**config.mk**
```make
export PLATFORM = sky130hd
export DESIGN_NAME = key_matrix_press_filter_unit
export DESIGN_NICKNAME = d
export VERILOG_FILES = /design/src/rtl/kmpf_pkg.sv /design/src/rtl/kmpf_cfg_regs.sv /design/src/rtl/kmpf_stamp_mem.sv /design/src/rtl/kmpf_decide.sv /design/src/rtl/key_matrix_press_filter_unit.sv
export SDC_FILE = /design/constraint.sdc
export NUM_CORES = 2
export LEC_CHECK = 0
export BUFFER_PORTS_ARGS = -buffer_cell sky130_fd_sc_hd__buf_4
export CAP_MARGIN = 10
export CORE_MARGIN = 2
export CORE_UTILIZATION = 34
export DETAILED_ROUTE_END_ITERATION = 8
export GPL_ROUTABILITY_DRIVEN = 0
export PLACE_DENSITY_LB_ADDON = 0.1
export SETUP_SLACK_MARGIN = 0.5
export SYNTH_ARGS = -nofsm -noshare
export SYNTH_HDL_FRONTEND = slang
export SYNTH_SLANG_ARGS = --single-unit
```
**constraint.sdc**
```tcl
create_clock -name clk_i -period 10.72 [get_ports clk_i]
set_input_delay 2.144 -clock clk_i [delete_from_list [all_inputs] [get_ports clk_i]]
set_output_delay 2.144 -clock clk_i [all_outputs]
set_load 0.02 [all_outputs]
```
**src/rtl/kmpf_pkg.sv**
```systemverilog
// ----------------------------------------------------------------------------
// Key matrix press filter package
// Field widths, register indexes, reset values and shared structs.
// ----------------------------------------------------------------------------
package kmpf_pkg;

  localparam int ROW_W      = 3;
  localparam int COL_W      = 4;
  localparam int TIME_W     = 32;
  localparam int DLY_W      = 16;
  localparam int CFG_IDX_W  = 4;
  localparam int CFG_DATA_W = 16;

  localparam logic [CFG_IDX_W-1:0] CFG_DEBOUNCE   = CFG_IDX_W'(0);
  localparam logic [CFG_IDX_W-1:0] CFG_REPEAT     = CFG_IDX_W'(1);
  localparam logic [CFG_IDX_W-1:0] CFG_REPEAT_ROW = CFG_IDX_W'(2);
  localparam logic [CFG_IDX_W-1:0] CFG_REPEAT_COL = CFG_IDX_W'(3);
  localparam logic [CFG_IDX_W-1:0] CFG_GUARD_ROW  = CFG_IDX_W'(4);
  localparam logic [CFG_IDX_W-1:0] CFG_GUARD_COL  = CFG_IDX_W'(5);
  localparam logic [CFG_IDX_W-1:0] CFG_MUTED_ROW  = CFG_IDX_W'(6);
  localparam logic [CFG_IDX_W-1:0] CFG_MUTED_COL  = CFG_IDX_W'(7);

  localparam logic [DLY_W-1:0] DEBOUNCE_RST   = DLY_W'(300);
  localparam logic [DLY_W-1:0] REPEAT_RST     = DLY_W'(600);
  localparam logic [ROW_W-1:0] REPEAT_ROW_RST = ROW_W'(0);
  localparam logic [COL_W-1:0] REPEAT_COL_RST = COL_W'(0);
  localparam logic [ROW_W-1:0] GUARD_ROW_RST  = ROW_W'(2);
  localparam logic [COL_W-1:0] GUARD_COL_RST  = COL_W'(1);
  localparam logic [ROW_W-1:0] MUTED_ROW_RST  = ROW_W'(3);
  localparam logic [COL_W-1:0] MUTED_COL_RST  = COL_W'(1);

  typedef struct packed {
    logic [DLY_W-1:0] debounce_ms;
    logic [DLY_W-1:0] repeat_ms;
    logic [ROW_W-1:0] repeat_row;
    logic [COL_W-1:0] repeat_col;
    logic [ROW_W-1:0] guard_row;
    logic [COL_W-1:0] guard_col;
    logic [ROW_W-1:0] muted_row;
    logic [COL_W-1:0] muted_col;
  } kmpf_cfg_t;

  // Sample as held in the decision stage.
  typedef struct packed {
    logic [ROW_W-1:0]  row;
    logic [COL_W-1:0]  col;
    logic              down;
    logic [TIME_W-1:0] now;
    logic              in_range;
    logic              mute_key;
    logic              rep_key;
  } kmpf_smp_t;

  // State update and result decided for one sample.
  typedef struct packed {
    logic emit;
    logic held_wr;
    logic held_val;
    logic stamp_wr;
  } kmpf_upd_t;

endpackage

```
**src/rtl/kmpf_cfg_regs.sv**
```systemverilog
// ----------------------------------------------------------------------------
// Key matrix press filter configuration registers
// Holds the timing windows and the repeat, guard and muted key positions.
// ----------------------------------------------------------------------------
module kmpf_cfg_regs (
  input  logic                               clk_i,
  input  logic                               rst_ni,
  input  logic                               wr_en_i,
  input  logic [kmpf_pkg::CFG_IDX_W-1:0]     wr_index_i,
  input  logic [kmpf_pkg::CFG_DATA_W-1:0]    wr_data_i,
  output kmpf_pkg::kmpf_cfg_t                cfg_o
);
  import kmpf_pkg::*;

  kmpf_cfg_t cfg_q;

  always_ff @(posedge clk_i or negedge rst_ni) begin
    if (!rst_ni) begin
      cfg_q.debounce_ms <= DEBOUNCE_RST;
      cfg_q.repeat_ms   <= REPEAT_RST;
      cfg_q.repeat_row  <= REPEAT_ROW_RST;
      cfg_q.repeat_col  <= REPEAT_COL_RST;
      cfg_q.guard_row   <= GUARD_ROW_RST;
      cfg_q.guard_col   <= GUARD_COL_RST;
      cfg_q.muted_row   <= MUTED_ROW_RST;
      cfg_q.muted_col   <= MUTED_COL_RST;
    end else if (wr_en_i) begin
      case (wr_index_i)
        CFG_DEBOUNCE:   cfg_q.debounce_ms <= wr_data_i[DLY_W-1:0];
        CFG_REPEAT:     cfg_q.repeat_ms   <= wr_data_i[DLY_W-1:0];
        CFG_REPEAT_ROW: cfg_q.repeat_row  <= wr_data_i[ROW_W-1:0];
        CFG_REPEAT_COL: cfg_q.repeat_col  <= wr_data_i[COL_W-1:0];
        CFG_GUARD_ROW:  cfg_q.guard_row   <= wr_data_i[ROW_W-1:0];
        CFG_GUARD_COL:  cfg_q.guard_col   <= wr_data_i[COL_W-1:0];
        CFG_MUTED_ROW:  cfg_q.muted_row   <= wr_data_i[ROW_W-1:0];
        CFG_MUTED_COL:  cfg_q.muted_col   <= wr_data_i[COL_W-1:0];
        default: ;
      endcase
    end
  end

  assign cfg_o = cfg_q;

endmodule

```
**src/rtl/kmpf_stamp_mem.sv**
```systemverilog
// ----------------------------------------------------------------------------
// Key matrix press filter stamp memory
// One write port and two registered read ports, with per-entry valid bits
// so that unwritten entries read as zero, and write-to-read forwarding.
// ----------------------------------------------------------------------------
module kmpf_stamp_mem #(
  parameter int DEPTH  = 55,
  parameter int ADDR_W = 6
) (
  input  logic                            clk_i,
  input  logic                            rst_ni,
  input  logic                            wr_en_i,
  input  logic [ADDR_W-1:0]               wr_addr_i,
  input  logic [kmpf_pkg::TIME_W-1:0]     wr_data_i,
  input  logic                            rd_en_i,
  input  logic [ADDR_W-1:0]               rd_a_addr_i,
  input  logic [ADDR_W-1:0]               rd_b_addr_i,
  output logic [kmpf_pkg::TIME_W-1:0]     rd_a_data_o,
  output logic [kmpf_pkg::TIME_W-1:0]     rd_b_data_o
);
  import kmpf_pkg::*;

  logic [TIME_W-1:0] mem_q [DEPTH];
  logic [DEPTH-1:0]  vld_q;
  logic [TIME_W-1:0] rd_a_q;
  logic [TIME_W-1:0] rd_b_q;

  always_ff @(posedge clk_i or negedge rst_ni) begin
    if (!rst_ni) begin
      vld_q <= '0;
    end else if (wr_en_i) begin
      vld_q[wr_addr_i] <= 1'b1;
    end
  end

  always_ff @(posedge clk_i) begin
    if (wr_en_i) begin
      mem_q[wr_addr_i] <= wr_data_i;
    end
  end

  // A read in the same cycle as a write to the same entry sees the new stamp.
  always_ff @(posedge clk_i) begin
    if (rd_en_i) begin
      if (wr_en_i && (wr_addr_i == rd_a_addr_i)) begin
        rd_a_q <= wr_data_i;
      end else if (!vld_q[rd_a_addr_i]) begin
        rd_a_q <= '0;
      end else begin
        rd_a_q <= mem_q[rd_a_addr_i];
      end
      if (wr_en_i && (wr_addr_i == rd_b_addr_i)) begin
        rd_b_q <= wr_data_i;
      end else if (!vld_q[rd_b_addr_i]) begin
        rd_b_q <= '0;
      end else begin
        rd_b_q <= mem_q[rd_b_addr_i];
      end
    end
  end

  assign rd_a_data_o = rd_a_q;
  assign rd_b_data_o = rd_b_q;

endmodule

```
**src/rtl/kmpf_decide.sv**
```systemverilog
// ----------------------------------------------------------------------------
// Key matrix press filter decision logic
// Works out the report, held flag change and restamp for one key sample.
// ----------------------------------------------------------------------------
module kmpf_decide (
  input  kmpf_pkg::kmpf_smp_t              smp_i,
  input  logic                             held_i,
  input  logic [kmpf_pkg::TIME_W-1:0]      stamp_i,
  input  logic [kmpf_pkg::TIME_W-1:0]      guard_stamp_i,
  input  logic                             guard_ok_i,
  input  logic [kmpf_pkg::DLY_W-1:0]       debounce_ms_i,
  input  logic [kmpf_pkg::DLY_W-1:0]       repeat_ms_i,
  output kmpf_pkg::kmpf_upd_t              upd_o
);
  import kmpf_pkg::*;

  logic [TIME_W-1:0] elapsed;
  logic [TIME_W-1:0] guard_elapsed;
  logic [TIME_W-1:0] debounce_ext;
  logic [TIME_W-1:0] repeat_ext;
  logic              muted;

  assign elapsed       = smp_i.now - stamp_i;
  assign guard_elapsed = smp_i.now - guard_stamp_i;
  assign debounce_ext  = TIME_W'(debounce_ms_i);
  assign repeat_ext    = TIME_W'(repeat_ms_i);
  assign muted         = smp_i.mute_key && guard_ok_i && (guard_elapsed < debounce_ext);

  always_comb begin
    upd_o = '0;
    if (smp_i.in_range) begin
      if (!smp_i.down) begin
        if (elapsed > debounce_ext) begin
          upd_o.held_wr  = 1'b1;
          upd_o.held_val = 1'b0;
        end
      end else if (!held_i) begin
        upd_o.emit     = !muted;
        upd_o.held_wr  = 1'b1;
        upd_o.held_val = 1'b1;
        upd_o.stamp_wr = 1'b1;
      end else if (smp_i.rep_key && (elapsed > repeat_ext)) begin
        // Rearm: the next down sample reports the key again.
        upd_o.held_wr  = 1'b1;
        upd_o.held_val = 1'b0;
        upd_o.stamp_wr = 1'b1;
      end
    end
  end

endmodule

```
**src/rtl/key_matrix_press_filter_unit.sv**
```systemverilog
// ----------------------------------------------------------------------------
// Key matrix press filter unit
// Debounce, guard muting and auto-repeat for scanned key matrix samples.
// ----------------------------------------------------------------------------
// Usage: the scan sequencer offers one key sample per request on the input
// channel (in_valid_i / in_stall_o); a key that goes down is reported as a
// row and column request on the output channel (out_valid_o / out_stall_i).
// Samples that release, hold, rearm or are muted give no output request.
// From input acceptance to out_valid_o: the key's stamp, the guard key's
// stamp and the held flag are captured in the decision stage when the
// sample is accepted, and the decision logic loads the output register when
// that stage passes the sample on. One sample is accepted per cycle while
// in_stall_o is low; the state written by one sample is forwarded to the
// next sample's read, so back-to-back samples of the same key are handled.
// When the receiver stalls with a result waiting, the decision stage holds
// its sample and in_stall_o rises until the output register is freed.
// Reset clears all held flags and stamp valid bits (stamps read as zero)
// and loads the register defaults. Configuration writes on cfg_valid_i are
// always taken (cfg_ready_o is high) and belong to idle periods.
// ----------------------------------------------------------------------------
module key_matrix_press_filter_unit #(
  parameter int ROWS = 5,
  parameter int COLS = 11
) (
  input  logic                             clk_i,
  input  logic                             rst_ni,
  input  logic                             cfg_valid_i,
  output logic                             cfg_ready_o,
  input  logic [kmpf_pkg::CFG_IDX_W-1:0]   cfg_index_i,
  input  logic [kmpf_pkg::CFG_DATA_W-1:0]  cfg_data_i,
  input  logic                             in_valid_i,
  output logic                             in_stall_o,
  input  logic [kmpf_pkg::ROW_W-1:0]       scan_row_i,
  input  logic [kmpf_pkg::COL_W-1:0]       scan_col_i,
  input  logic                             key_down_i,
  input  logic [kmpf_pkg::TIME_W-1:0]      now_ms_i,
  output logic                             out_valid_o,
  input  logic                             out_stall_i,
  output logic [kmpf_pkg::ROW_W-1:0]       press_row_o,
  output logic [kmpf_pkg::COL_W-1:0]       press_col_o
);
  import kmpf_pkg::*;

  localparam int NKEYS = ROWS * COLS;
  localparam int IDX_W = (NKEYS > 1) ? $clog2(NKEYS) : 1;

  kmpf_cfg_t         cfg;
  kmpf_smp_t         smp_d;
  kmpf_smp_t         smp_q;
  kmpf_upd_t         upd;
  logic              s1_valid_q;
  logic [IDX_W-1:0]  s1_idx_q;
  logic [IDX_W-1:0]  key_idx;
  logic [IDX_W-1:0]  guard_idx;
  logic              in_range;
  logic              guard_ok;
  logic              in_accept;
  logic              out_free;
  logic              s1_fire;
  logic [NKEYS-1:0]  held_q;
  logic              held_rd_q;
  logic [TIME_W-1:0] stamp_rd;
  logic [TIME_W-1:0] guard_rd;
  logic              out_valid_q;
  logic [ROW_W-1:0]  press_row_q;
  logic [COL_W-1:0]  press_col_q;

  assign cfg_ready_o = 1'b1;

  kmpf_cfg_regs u_cfg (
    .clk_i      (clk_i),
    .rst_ni     (rst_ni),
    .wr_en_i    (cfg_valid_i),
    .wr_index_i (cfg_index_i),
    .wr_data_i  (cfg_data_i),
    .cfg_o      (cfg)
  );

  // Sample decode: range check and flat key index.
  assign in_range = (32'(scan_row_i) < 32'(ROWS)) && (32'(scan_col_i) < 32'(COLS));
  assign guard_ok = (32'(cfg.guard_row) < 32'(ROWS)) && (32'(cfg.guard_col) < 32'(COLS));
  assign key_idx  = in_range ?
                    IDX_W'(32'(scan_row_i) * 32'(COLS) + 32'(scan_col_i)) : '0;
  assign guard_idx = guard_ok ?
                     IDX_W'(32'(cfg.guard_row) * 32'(COLS) + 32'(cfg.guard_col)) : '0;

  always_comb begin
    smp_d.row      = scan_row_i;
    smp_d.col      = scan_col_i;
    smp_d.down     = key_down_i;
    smp_d.now      = now_ms_i;
    smp_d.in_range = in_range;
    smp_d.mute_key = (scan_row_i == cfg.muted_row) && (scan_col_i == cfg.muted_col);
    smp_d.rep_key  = (scan_row_i == cfg.repeat_row) && (scan_col_i == cfg.repeat_col);
  end

  // Handshake between the input, decision stage and output register.
  assign out_free   = !out_valid_q || !out_stall_i;
  assign s1_fire    = s1_valid_q && out_free;
  assign in_stall_o = s1_valid_q && !out_free;
  assign in_accept  = in_valid_i && !in_stall_o;

  always_ff @(posedge clk_i or negedge rst_ni) begin
    if (!rst_ni) begin
      s1_valid_q <= 1'b0;
    end else if (in_accept) begin
      s1_valid_q <= 1'b1;
    end else if (s1_fire) begin
      s1_valid_q <= 1'b0;
    end
  end

  always_ff @(posedge clk_i) begin
    if (in_accept) begin
      smp_q    <= smp_d;
      s1_idx_q <= key_idx;
      // A held flag written at this edge by the leaving sample is passed on.
      if (s1_fire && upd.held_wr && (s1_idx_q == key_idx)) begin
        held_rd_q <= upd.held_val;
      end else begin
        held_rd_q <= held_q[key_idx];
      end
    end
  end

  kmpf_stamp_mem #(
    .DEPTH  (NKEYS),
    .ADDR_W (IDX_W)
  ) u_stamp (
    .clk_i       (clk_i),
    .rst_ni      (rst_ni),
    .wr_en_i     (s1_fire && upd.stamp_wr),
    .wr_addr_i   (s1_idx_q),
    .wr_data_i   (smp_q.now),
    .rd_en_i     (in_accept),
    .rd_a_addr_i (key_idx),
    .rd_b_addr_i (guard_idx),
    .rd_a_data_o (stamp_rd),
    .rd_b_data_o (guard_rd)
  );

  kmpf_decide u_decide (
    .smp_i         (smp_q),
    .held_i        (held_rd_q),
    .stamp_i       (stamp_rd),
    .guard_stamp_i (guard_rd),
    .guard_ok_i    (guard_ok),
    .debounce_ms_i (cfg.debounce_ms),
    .repeat_ms_i   (cfg.repeat_ms),
    .upd_o         (upd)
  );

  always_ff @(posedge clk_i or negedge rst_ni) begin
    if (!rst_ni) begin
      held_q <= '0;
    end else if (s1_fire && upd.held_wr) begin
      held_q[s1_idx_q] <= upd.held_val;
    end
  end

  always_ff @(posedge clk_i or negedge rst_ni) begin
    if (!rst_ni) begin
      out_valid_q <= 1'b0;
    end else if (s1_fire && upd.emit) begin
      out_valid_q <= 1'b1;
    end else if (!out_stall_i) begin
      out_valid_q <= 1'b0;
    end
  end

  always_ff @(posedge clk_i) begin
    if (s1_fire && upd.emit) begin
      press_row_q <= smp_q.row;
      press_col_q <= smp_q.col;
    end
  end

  assign out_valid_o = out_valid_q;
  assign press_row_o = press_row_q;
  assign press_col_o = press_col_q;

endmodule

```
---- After elaboration in Yosys (flattened, before gate mapping) ----
Memory sizes are Yosys's and may differ from the RTL's.
Cells that the tools add are included.
cells by class
  multiply operators ...................... 2
  reductions and logical operators ........ 33
  muxes and demuxes ....................... 30
  bitwise operators ....................... 1
  equal/unequal tests ..................... 14
  magnitude comparators ................... 11
  $add $sub $neg .......................... 4
operators by type and width
  cell                                                         number
  2-to-1 mux 32 bit                                            4
  greater-than comparator 32 x 16 -> 1 bit                     2
  subtractor 32 bit                                            2
  bitwise mux 55 bit                                           1
  bitwise OR 55 bit                                            1
  less-than comparator 32 x 16 -> 1 bit                        1
  less-than comparator 6 x 7 -> 1 bit (second input constant)  3
  binary-select mux 1 bit (select 6 bit)                       3
  logical AND 1 bit                                            17
  == test 4 x 3 -> 1 bit (second input constant)               4
  AND reduction 2 bit                                          8
  2-to-1 mux 1 bit                                             14
  adder 6 x 4 -> 6 bit                                         2
  == test 6 bit                                                2
  multiplier 3 x 4 -> 6 bit (second input constant)            2
  2-to-1 mux 6 bit                                             2
  == test 4 x 2 -> 1 bit (second input constant)               2
  == test 4 bit                                                2
  less-than comparator 4 bit (second input constant)           2
  demux 1 bit (select 6 bit)                                   1
  == test 3 bit                                                2
  >= comparator 6 x 1 -> 1 bit (second input constant)         1
  less-than comparator 3 bit (second input constant)           2
  2-to-1 mux 3 bit                                             2
  other kinds (8)                                              13
storage, ports and cells
  word-level logic and storage cells ...... 121
  memories kept ........................... 1
  input port bits ......................... 65
  output and inout port bits .............. 10
  flip-flop bits (word level) ............. 286
  memory bits (writable) .................. 1760
memory list
  name           depth  width  rd ports  clocked after memory_dff  write ports  RTL line              RTL
  u_stamp.mem_q  55     32     2         0                         1            kmpf_stamp_mem.sv:23  logic [TIME_W-1:0] mem_q [DEPTH];

---- Depth between registers and ports, before layout ----
  word-level depth ........................ 11
  mapped depth ............................ 23
  gate-level depth less buffers ........... 22

---- Modules after synthesis ----
From an unflattened synthesis, not the netlist that was laid out.
second synthesis, totals
  cells, all modules ...................... 5956
  area, all modules ....................... 100335.0 µm²
by module, submodules not included
  module                        cells an instance  instances  area each (µm²)
  kmpf_stamp_mem                4581               1          87129.8
  key_matrix_press_filter_unit  477                1          5790.6
  kmpf_decide                   777                1          5333.9
  kmpf_cfg_regs                 121                1          2080.7

---- Worst setup path before layout ----
No wires, ideal clock.
  path kind ............................... register -> register
  start point ............................. register smp_q[3] in the netlist's numbering
  end point ............................... memory u_stamp.mem_q[53][0] (enable)
  slack ................................... 3.855 ns
  buffers on the path ..................... 1
  arrival time ............................ 6.402 ns
  stages on the path, launching flop included .. 19
  period minus slack after synthesis ...... 6.865 ns
  path through ............................ edfxtp_1 -> inv_1 -> ha_1 -> fa_1 -> nor2b_1 -> o211a_1 -> or3_1 -> a21o_1 -> a21oi_1 -> xnor2_1 -> ha_1 -> nand4_1 -> or2_2 -> a21oi_1 -> a2111oi_0 -> o22ai_1 -> o31ai_4 -> buf_2 -> nor3_1
on the way
  longest elaborated chain between the ends .. 10
ends and longest elaborated chain
  element                                   RTL line                             RTL
  start, declared                           key_matrix_press_filter_unit.sv:49   kmpf_smp_t smp_q;
  start signal, assigned                    key_matrix_press_filter_unit.sv:115  smp_q <= smp_d;
  subtractor 32 bit                         kmpf_decide.sv:23                    assign elapsed = smp_i.now - stamp_i;
  greater-than comparator 32 x 16 -> 1 bit  kmpf_decide.sv:42                    end else if (smp_i.rep_key && (elapsed > repeat_ext)) begin
  logical AND 1 bit                         kmpf_decide.sv:42
  2-to-1 mux 3 bit                          kmpf_decide.sv:42
  2-to-1 mux 3 bit                          kmpf_decide.sv:37                    end else if (!held_i) begin
  2-to-1 mux 1 bit                          kmpf_decide.sv:32                    if (!smp_i.down) begin
  2-to-1 mux 4 bit                          kmpf_decide.sv:31                    if (smp_i.in_range) begin
  logical AND 1 bit                         key_matrix_press_filter_unit.sv:132  .wr_en_i (s1_fire && upd.stamp_wr),
  2-to-1 mux 1 bit                          kmpf_stamp_mem.sv:37                 if (wr_en_i) begin
  2-to-1 mux 1 bit (not written as such)    kmpf_stamp_mem.sv:38                 mem_q[wr_addr_i] <= wr_data_i;
  end, declared                             kmpf_stamp_mem.sv:23
No other way between the ends.

---- Worst setup path after layout ----
  start point ............................. register smp_q[3] in the netlist's numbering
  end point ............................... memory u_stamp.mem_q[7][17] (enable)
Same word-level chain as after synthesis.

==> impl_summary.log <==
[metrics] outcome: finished clean
[metrics] main area contributors after synthesis: sky130_fd_sc_hd__edfxtp_1 54%, sky130_fd_sc_hd__mux4_2 5.1%, sky130_fd_sc_hd__a211oi_1 4.6%
[metrics] Combinational Power Share: between 40% and 50%
[metrics] share of synthesized cell area in and, or, nand and nor gates: 13.0%
[metrics] remaining design rule violation count: 0
[metrics] register area share after synthesis: just under 60%
[metrics] number of flops mapped to enable cells by yosys: 1881
[metrics] library cell contributing the largest single delay on the critical path: sky130_fd_sc_hd__buf_4
[metrics] synthesized-area fraction occupied by xor and xnor cells: 0.627%
[metrics] starting density of the core: 34.2%
[metrics] max-cap violations: 0
[metrics] first-pass GRT wire length: 635000 um
[metrics] dominant synthesized flop cell: sky130_fd_sc_hd__edfxtp_1
[metrics] delay contributed by the slowest stage of the critical path: just over 0.7 ns
[metrics] post-synthesis cell area: ~100000 um2
[metrics] filler instances: 29.3k
[metrics] wire per inst: 35.3 um
[metrics] maximum number of pins on one net before global-route repair: 128
[metrics] RSZ-0062 raised after global routing: false
[metrics] Port Buffers: 73
[metrics] critical path required time: 11.22 ns
[metrics] Post-Syn Instances: around 8.9k
[metrics] placed cell areas: 110000 um2
[metrics] root buf cell: sky130_fd_sc_hd__clkbuf_16
[metrics] CP Cell Sequence: buf_4, inv_1, ha_1, fa_1, nor2b_1, o21ai_0, a21oi_1, o22ai_1, xnor2_1, ha_1, nand4_1, or2_2, a21oi_1, a2111oi_0, buf_4, o22ai_1, o31ai_4, buf_12, nand3b_1, nor2_4, buf_4
[metrics] Crit path top cell by count: sky130_fd_sc_hd__buf_4
[metrics] most used standard cell by instance count after synthesis: sky130_fd_sc_hd__edfxtp_1
[metrics] Async S/R FF share, synth: under 10%
[metrics] TNS Setup: 0 ns
[metrics] total routed wirelength: approximately 460000 um
[metrics] multiplexer share of the synthesized area: 8.35%
[metrics] post-route clock period utilization: 72.8%
[metrics] drt first pass iters: 9
[metrics] Bufs on Longest Clock Path: 4
[metrics] clock insertion delay at the later pin of the skew report: 0.94 ns
[metrics] post-CTS resize count: 0
[metrics] clock group share of total power: 24.3%
[metrics] maximum fanout along the worst path: 56
[metrics] vias in the first global route: 79.7k
[metrics] Yosys Warn Count: 0
[metrics] total power after layout: 32.7 mW
[metrics] share of the synthesized area in compound gates (AO/OA/AOI/OAI): 14.8%
[metrics] arrival time at the worst endpoint: 8.31 ns
[metrics] Yosys top cell area share: 53.9%
[metrics] detailed-route vias per instance: 6.33
[metrics] adder and majority cell fraction of the synthesized area: 1.72%
[metrics] row count: 203
[metrics] CTS Buf Count: 235
[metrics] nature of the critical path startpoint: flip-flop
[metrics] violation count after the first detailed-route iteration: 11.4k
[metrics] final hold vios: 0
[metrics] critical path endpoint category: flip-flop
[metrics] number of buffers and inverters on the critical path: 5
[metrics] Worst path top cell family by delay: buffers and inverters
[metrics] Rel. slew slack: 10.0%
[metrics] share of cells above drive strength 1: 13.3%
[metrics] Max H-tree Level: 4
[metrics] final setup skew: approximately 0.072 ns
[metrics] antenna violation net count after detailed routing: 0
[metrics] switching power as a share of total power: about 44%
[metrics] total internal power: 18.2 mW
[metrics] final instance area: 118000 um2
[metrics] most area-hungry cell type in the Yosys netlist: sky130_fd_sc_hd__edfxtp_1
[metrics] dominant combinational cell family by area after synthesis: compound AO/OA/AOI/OAI gates
[metrics] flip-flop and latch count after synthesis: between 2k and 2.5k
[metrics] number of distinct library cell variants in the gate-level netlist after synthesis: 79
[metrics] Post-layout nets: 8917
[metrics] global-route usage over all layers: 28.4%
[metrics] die boundary height: 559 um
[metrics] Hold-fix buffers, CTS: 0
[metrics] Area growth, synth to finish: 12.4%
[metrics] most used standard cells in the synthesized netlist: 1881 x sky130_fd_sc_hd__edfxtp_1, 1179 x sky130_fd_sc_hd__nand2_1, 693 x sky130_fd_sc_hd__clkbuf_1, 644 x sky130_fd_sc_hd__a211oi_1, 479 x sky130_fd_sc_hd__and3_1
[metrics] number of non-filler instances in the completed layout: 13.0k
[metrics] placed cells: 12.6k
[metrics] leakage power: 40.5 nW
[metrics] highest achievable clock rate: between 100 and 150 MHz
[metrics] clock tree from TritonCTS: built
[metrics] worst-case hold slack: 0.414 ns
[metrics] clock-pin slew of the registers on the worst-case setup and hold paths: 0.06 ns
[metrics] CTS sink cnt: 2046
[metrics] grt ovf: 0
[metrics] transition at the pin with the smallest max-transition slack: between 1 and 1.5 ns
[metrics] floorplan die area: 313000 um2
[metrics] Final setup viols: 0
[metrics] min cycle time layout: 7.80 ns
[metrics] count of boundary I/O pins: 75
[metrics] category of the critical setup timing path: reg -> reg
[metrics] x dimension of the die: 559 um
[metrics] Post-CTS Setup Repair Bufs: 0
[metrics] peak supply drop: between 0.0003 and 0.0004 V
[metrics] syn_area_per_cell: approximately 12 um2
[metrics] via count of the routed design: 82.3k
[metrics] DP HPWL: 263000 um
[metrics] Core Area: 306000 um2
[metrics] antenna violations before repair: 25
[metrics] type of the most critical hold path: reg -> reg
[metrics] Switching Power: 14.5 mW
[metrics] total count of max-transition violations in the final report: 0
[metrics] Post-Synthesis Net Count: between 9k and 10k
[metrics] sequential share of power: 28.4%
[metrics] pwr dens: 277 nW/um2
## logic make-up (layout without fill, tap and decap cells)
kind of cell / Yosys count / in the layout
buffers and inverters: 998 / 965
DFF: 2046 / 2046
other: 1 / 4
AOI/OAI and AO/OA: 2250 / 2250
xor gates and xnor gates: 75 / 75
and+or+nand+nor: 2865 / 2865
muxes: 562 / 562
adders and majority gates: 139 / 139
## worst reg2reg max path, stage by stage (launching register included)
cell                        delay [ns]
sky130_fd_sc_hd__edfxtp_1         0.32
sky130_fd_sc_hd__buf_4            0.54
sky130_fd_sc_hd__inv_1            0.38
sky130_fd_sc_hd__ha_1             0.33
sky130_fd_sc_hd__fa_1             0.41
sky130_fd_sc_hd__nor2b_1          0.24
sky130_fd_sc_hd__o21ai_0          0.13
sky130_fd_sc_hd__a21oi_1          0.22
sky130_fd_sc_hd__o22ai_1          0.16
sky130_fd_sc_hd__xnor2_1          0.56
sky130_fd_sc_hd__ha_1             0.25
sky130_fd_sc_hd__nand4_1          0.10
sky130_fd_sc_hd__or2_2            0.32
sky130_fd_sc_hd__a21oi_1          0.12
sky130_fd_sc_hd__a2111oi_0        0.08
sky130_fd_sc_hd__buf_4            0.16
sky130_fd_sc_hd__o22ai_1          0.48
sky130_fd_sc_hd__o31ai_4          0.30
sky130_fd_sc_hd__buf_12           0.30
sky130_fd_sc_hd__nand3b_1         0.58
sky130_fd_sc_hd__nor2_4           0.66
sky130_fd_sc_hd__buf_4            0.71
## metal layers
metal  vias up  GRT usage [%]  share of wire, %
met5         -              0            0.0050
li1      34200              -                 -
met2      4852           44.0                45
met4         4           13.6               5.2
met1     42400           38.4                41
met3       867           4.90               8.9
## power groups by stage
| stage | registers [mW] | logic [mW] | clock network, mW |
|---|---|---|---|
| after floorplan | 9.36 | 8.80 | 0 |
| after global placement | 9.42 | 15.0 | 0 |
| after detailed placement | 9.42 | 15.1 | 0 |
| after CTS | 9.26 | 15.1 | 8.05 |
| after global routing | 9.28 | 16.1 | 8.34 |
| final | 9.27 | 15.5 | 7.93 |
## flip-flops by register name, summed over array words and instances, names as in the netlist
name and count:
u_stamp.mem_q 1760, held_q 55, u_stamp.vld_q 55, u_cfg.cfg_o 53, smp_q 43, u_stamp.rd_a_data_o 32, u_stamp.rd_b_data_o 32, s1_idx_q 6
press_col_o 4, press_row_o 3, held_rd_q 1, out_valid_o 1, s1_valid_q 1
## cells in the final DEF (no fill, tap or decap), drive strengths merged, types with 27 or more instances in the layout
cell type | Yosys | routed
a2111oi | 70 | 70
a211o | 35 | 35
a211oi | 645 | 645
a21o | 45 | 45
a21oi | 445 | 445
a221oi | 67 | 67
a2bb2oi | 32 | 32
a311o | 32 | 32
a311oi | 180 | 180
a31oi | 76 | 76
and2 | 102 | 102
and3 | 479 | 479
buf | 125 | 358
clkbuf | 693 | 292
clkinv | 2 | 105
dfrtp | 152 | 152
edfxtp | 1881 | 1881
ha | 131 | 131
inv | 178 | 184
mux2 | 148 | 148
mux2i | 179 | 179
mux4 | 235 | 235
nand2 | 1179 | 1179
nand3 | 422 | 422
nand4 | 48 | 48
nor2 | 277 | 277
nor2b | 79 | 79
nor3 | 168 | 168
o211ai | 69 | 69
o21ai | 353 | 353
o221ai | 43 | 43
o311ai | 37 | 37
o31ai | 36 | 36
or2 | 41 | 41
xnor2 | 48 | 48
xor2 | 27 | 27
## metrics by stage
stage / util [%] / worst slack (ns)
floorplan: - / 3.86
global route: 38.5 / 2.75
detailed placement: 36.1 / 2.37
global placement: 36.1 / 2.45
CTS: 38.5 / 3.09
finish: 38.5 / 2.92
## worst paths after layout
path	from	endpoint	slack, ns	cells past startpoint
min	smp_q[42]	press_row_o[2]	0.41	0
max	smp_q[3]	u_stamp.mem_q[7][17]	2.92	21
max reg2reg	smp_q[3]	u_stamp.mem_q[7][17]	2.92	21
max in group asynchronous	rst_ni	u_stamp.vld_q[39]	7.41	3
min reg2reg	smp_q[42]	press_row_o[2]	0.41	0
min in group asynchronous	rst_ni	u_cfg.cfg_o[17]	1.14	1
## layout make-up
| type | instances | area (um2) | area share (%) |
|---|---|---|---|
| well taps | 4100 | 5130 | 4.35 |
| repair buffers | 358 | 3030 | 2.57 |
| clock inverters | 135 | 1170 | 0.995 |
| multi-input cells | 5892 | 41000 | 34.8 |
| clock buffers | 292 | 6160 | 5.22 |
| flip-flops and latches | 2046 | 60600 | 51.5 |
| diodes | 3 | 7.51 | 0.00637 |
| inverters | 180 | 728 | 0.618 |
Power figures use the tool's default switching activity.
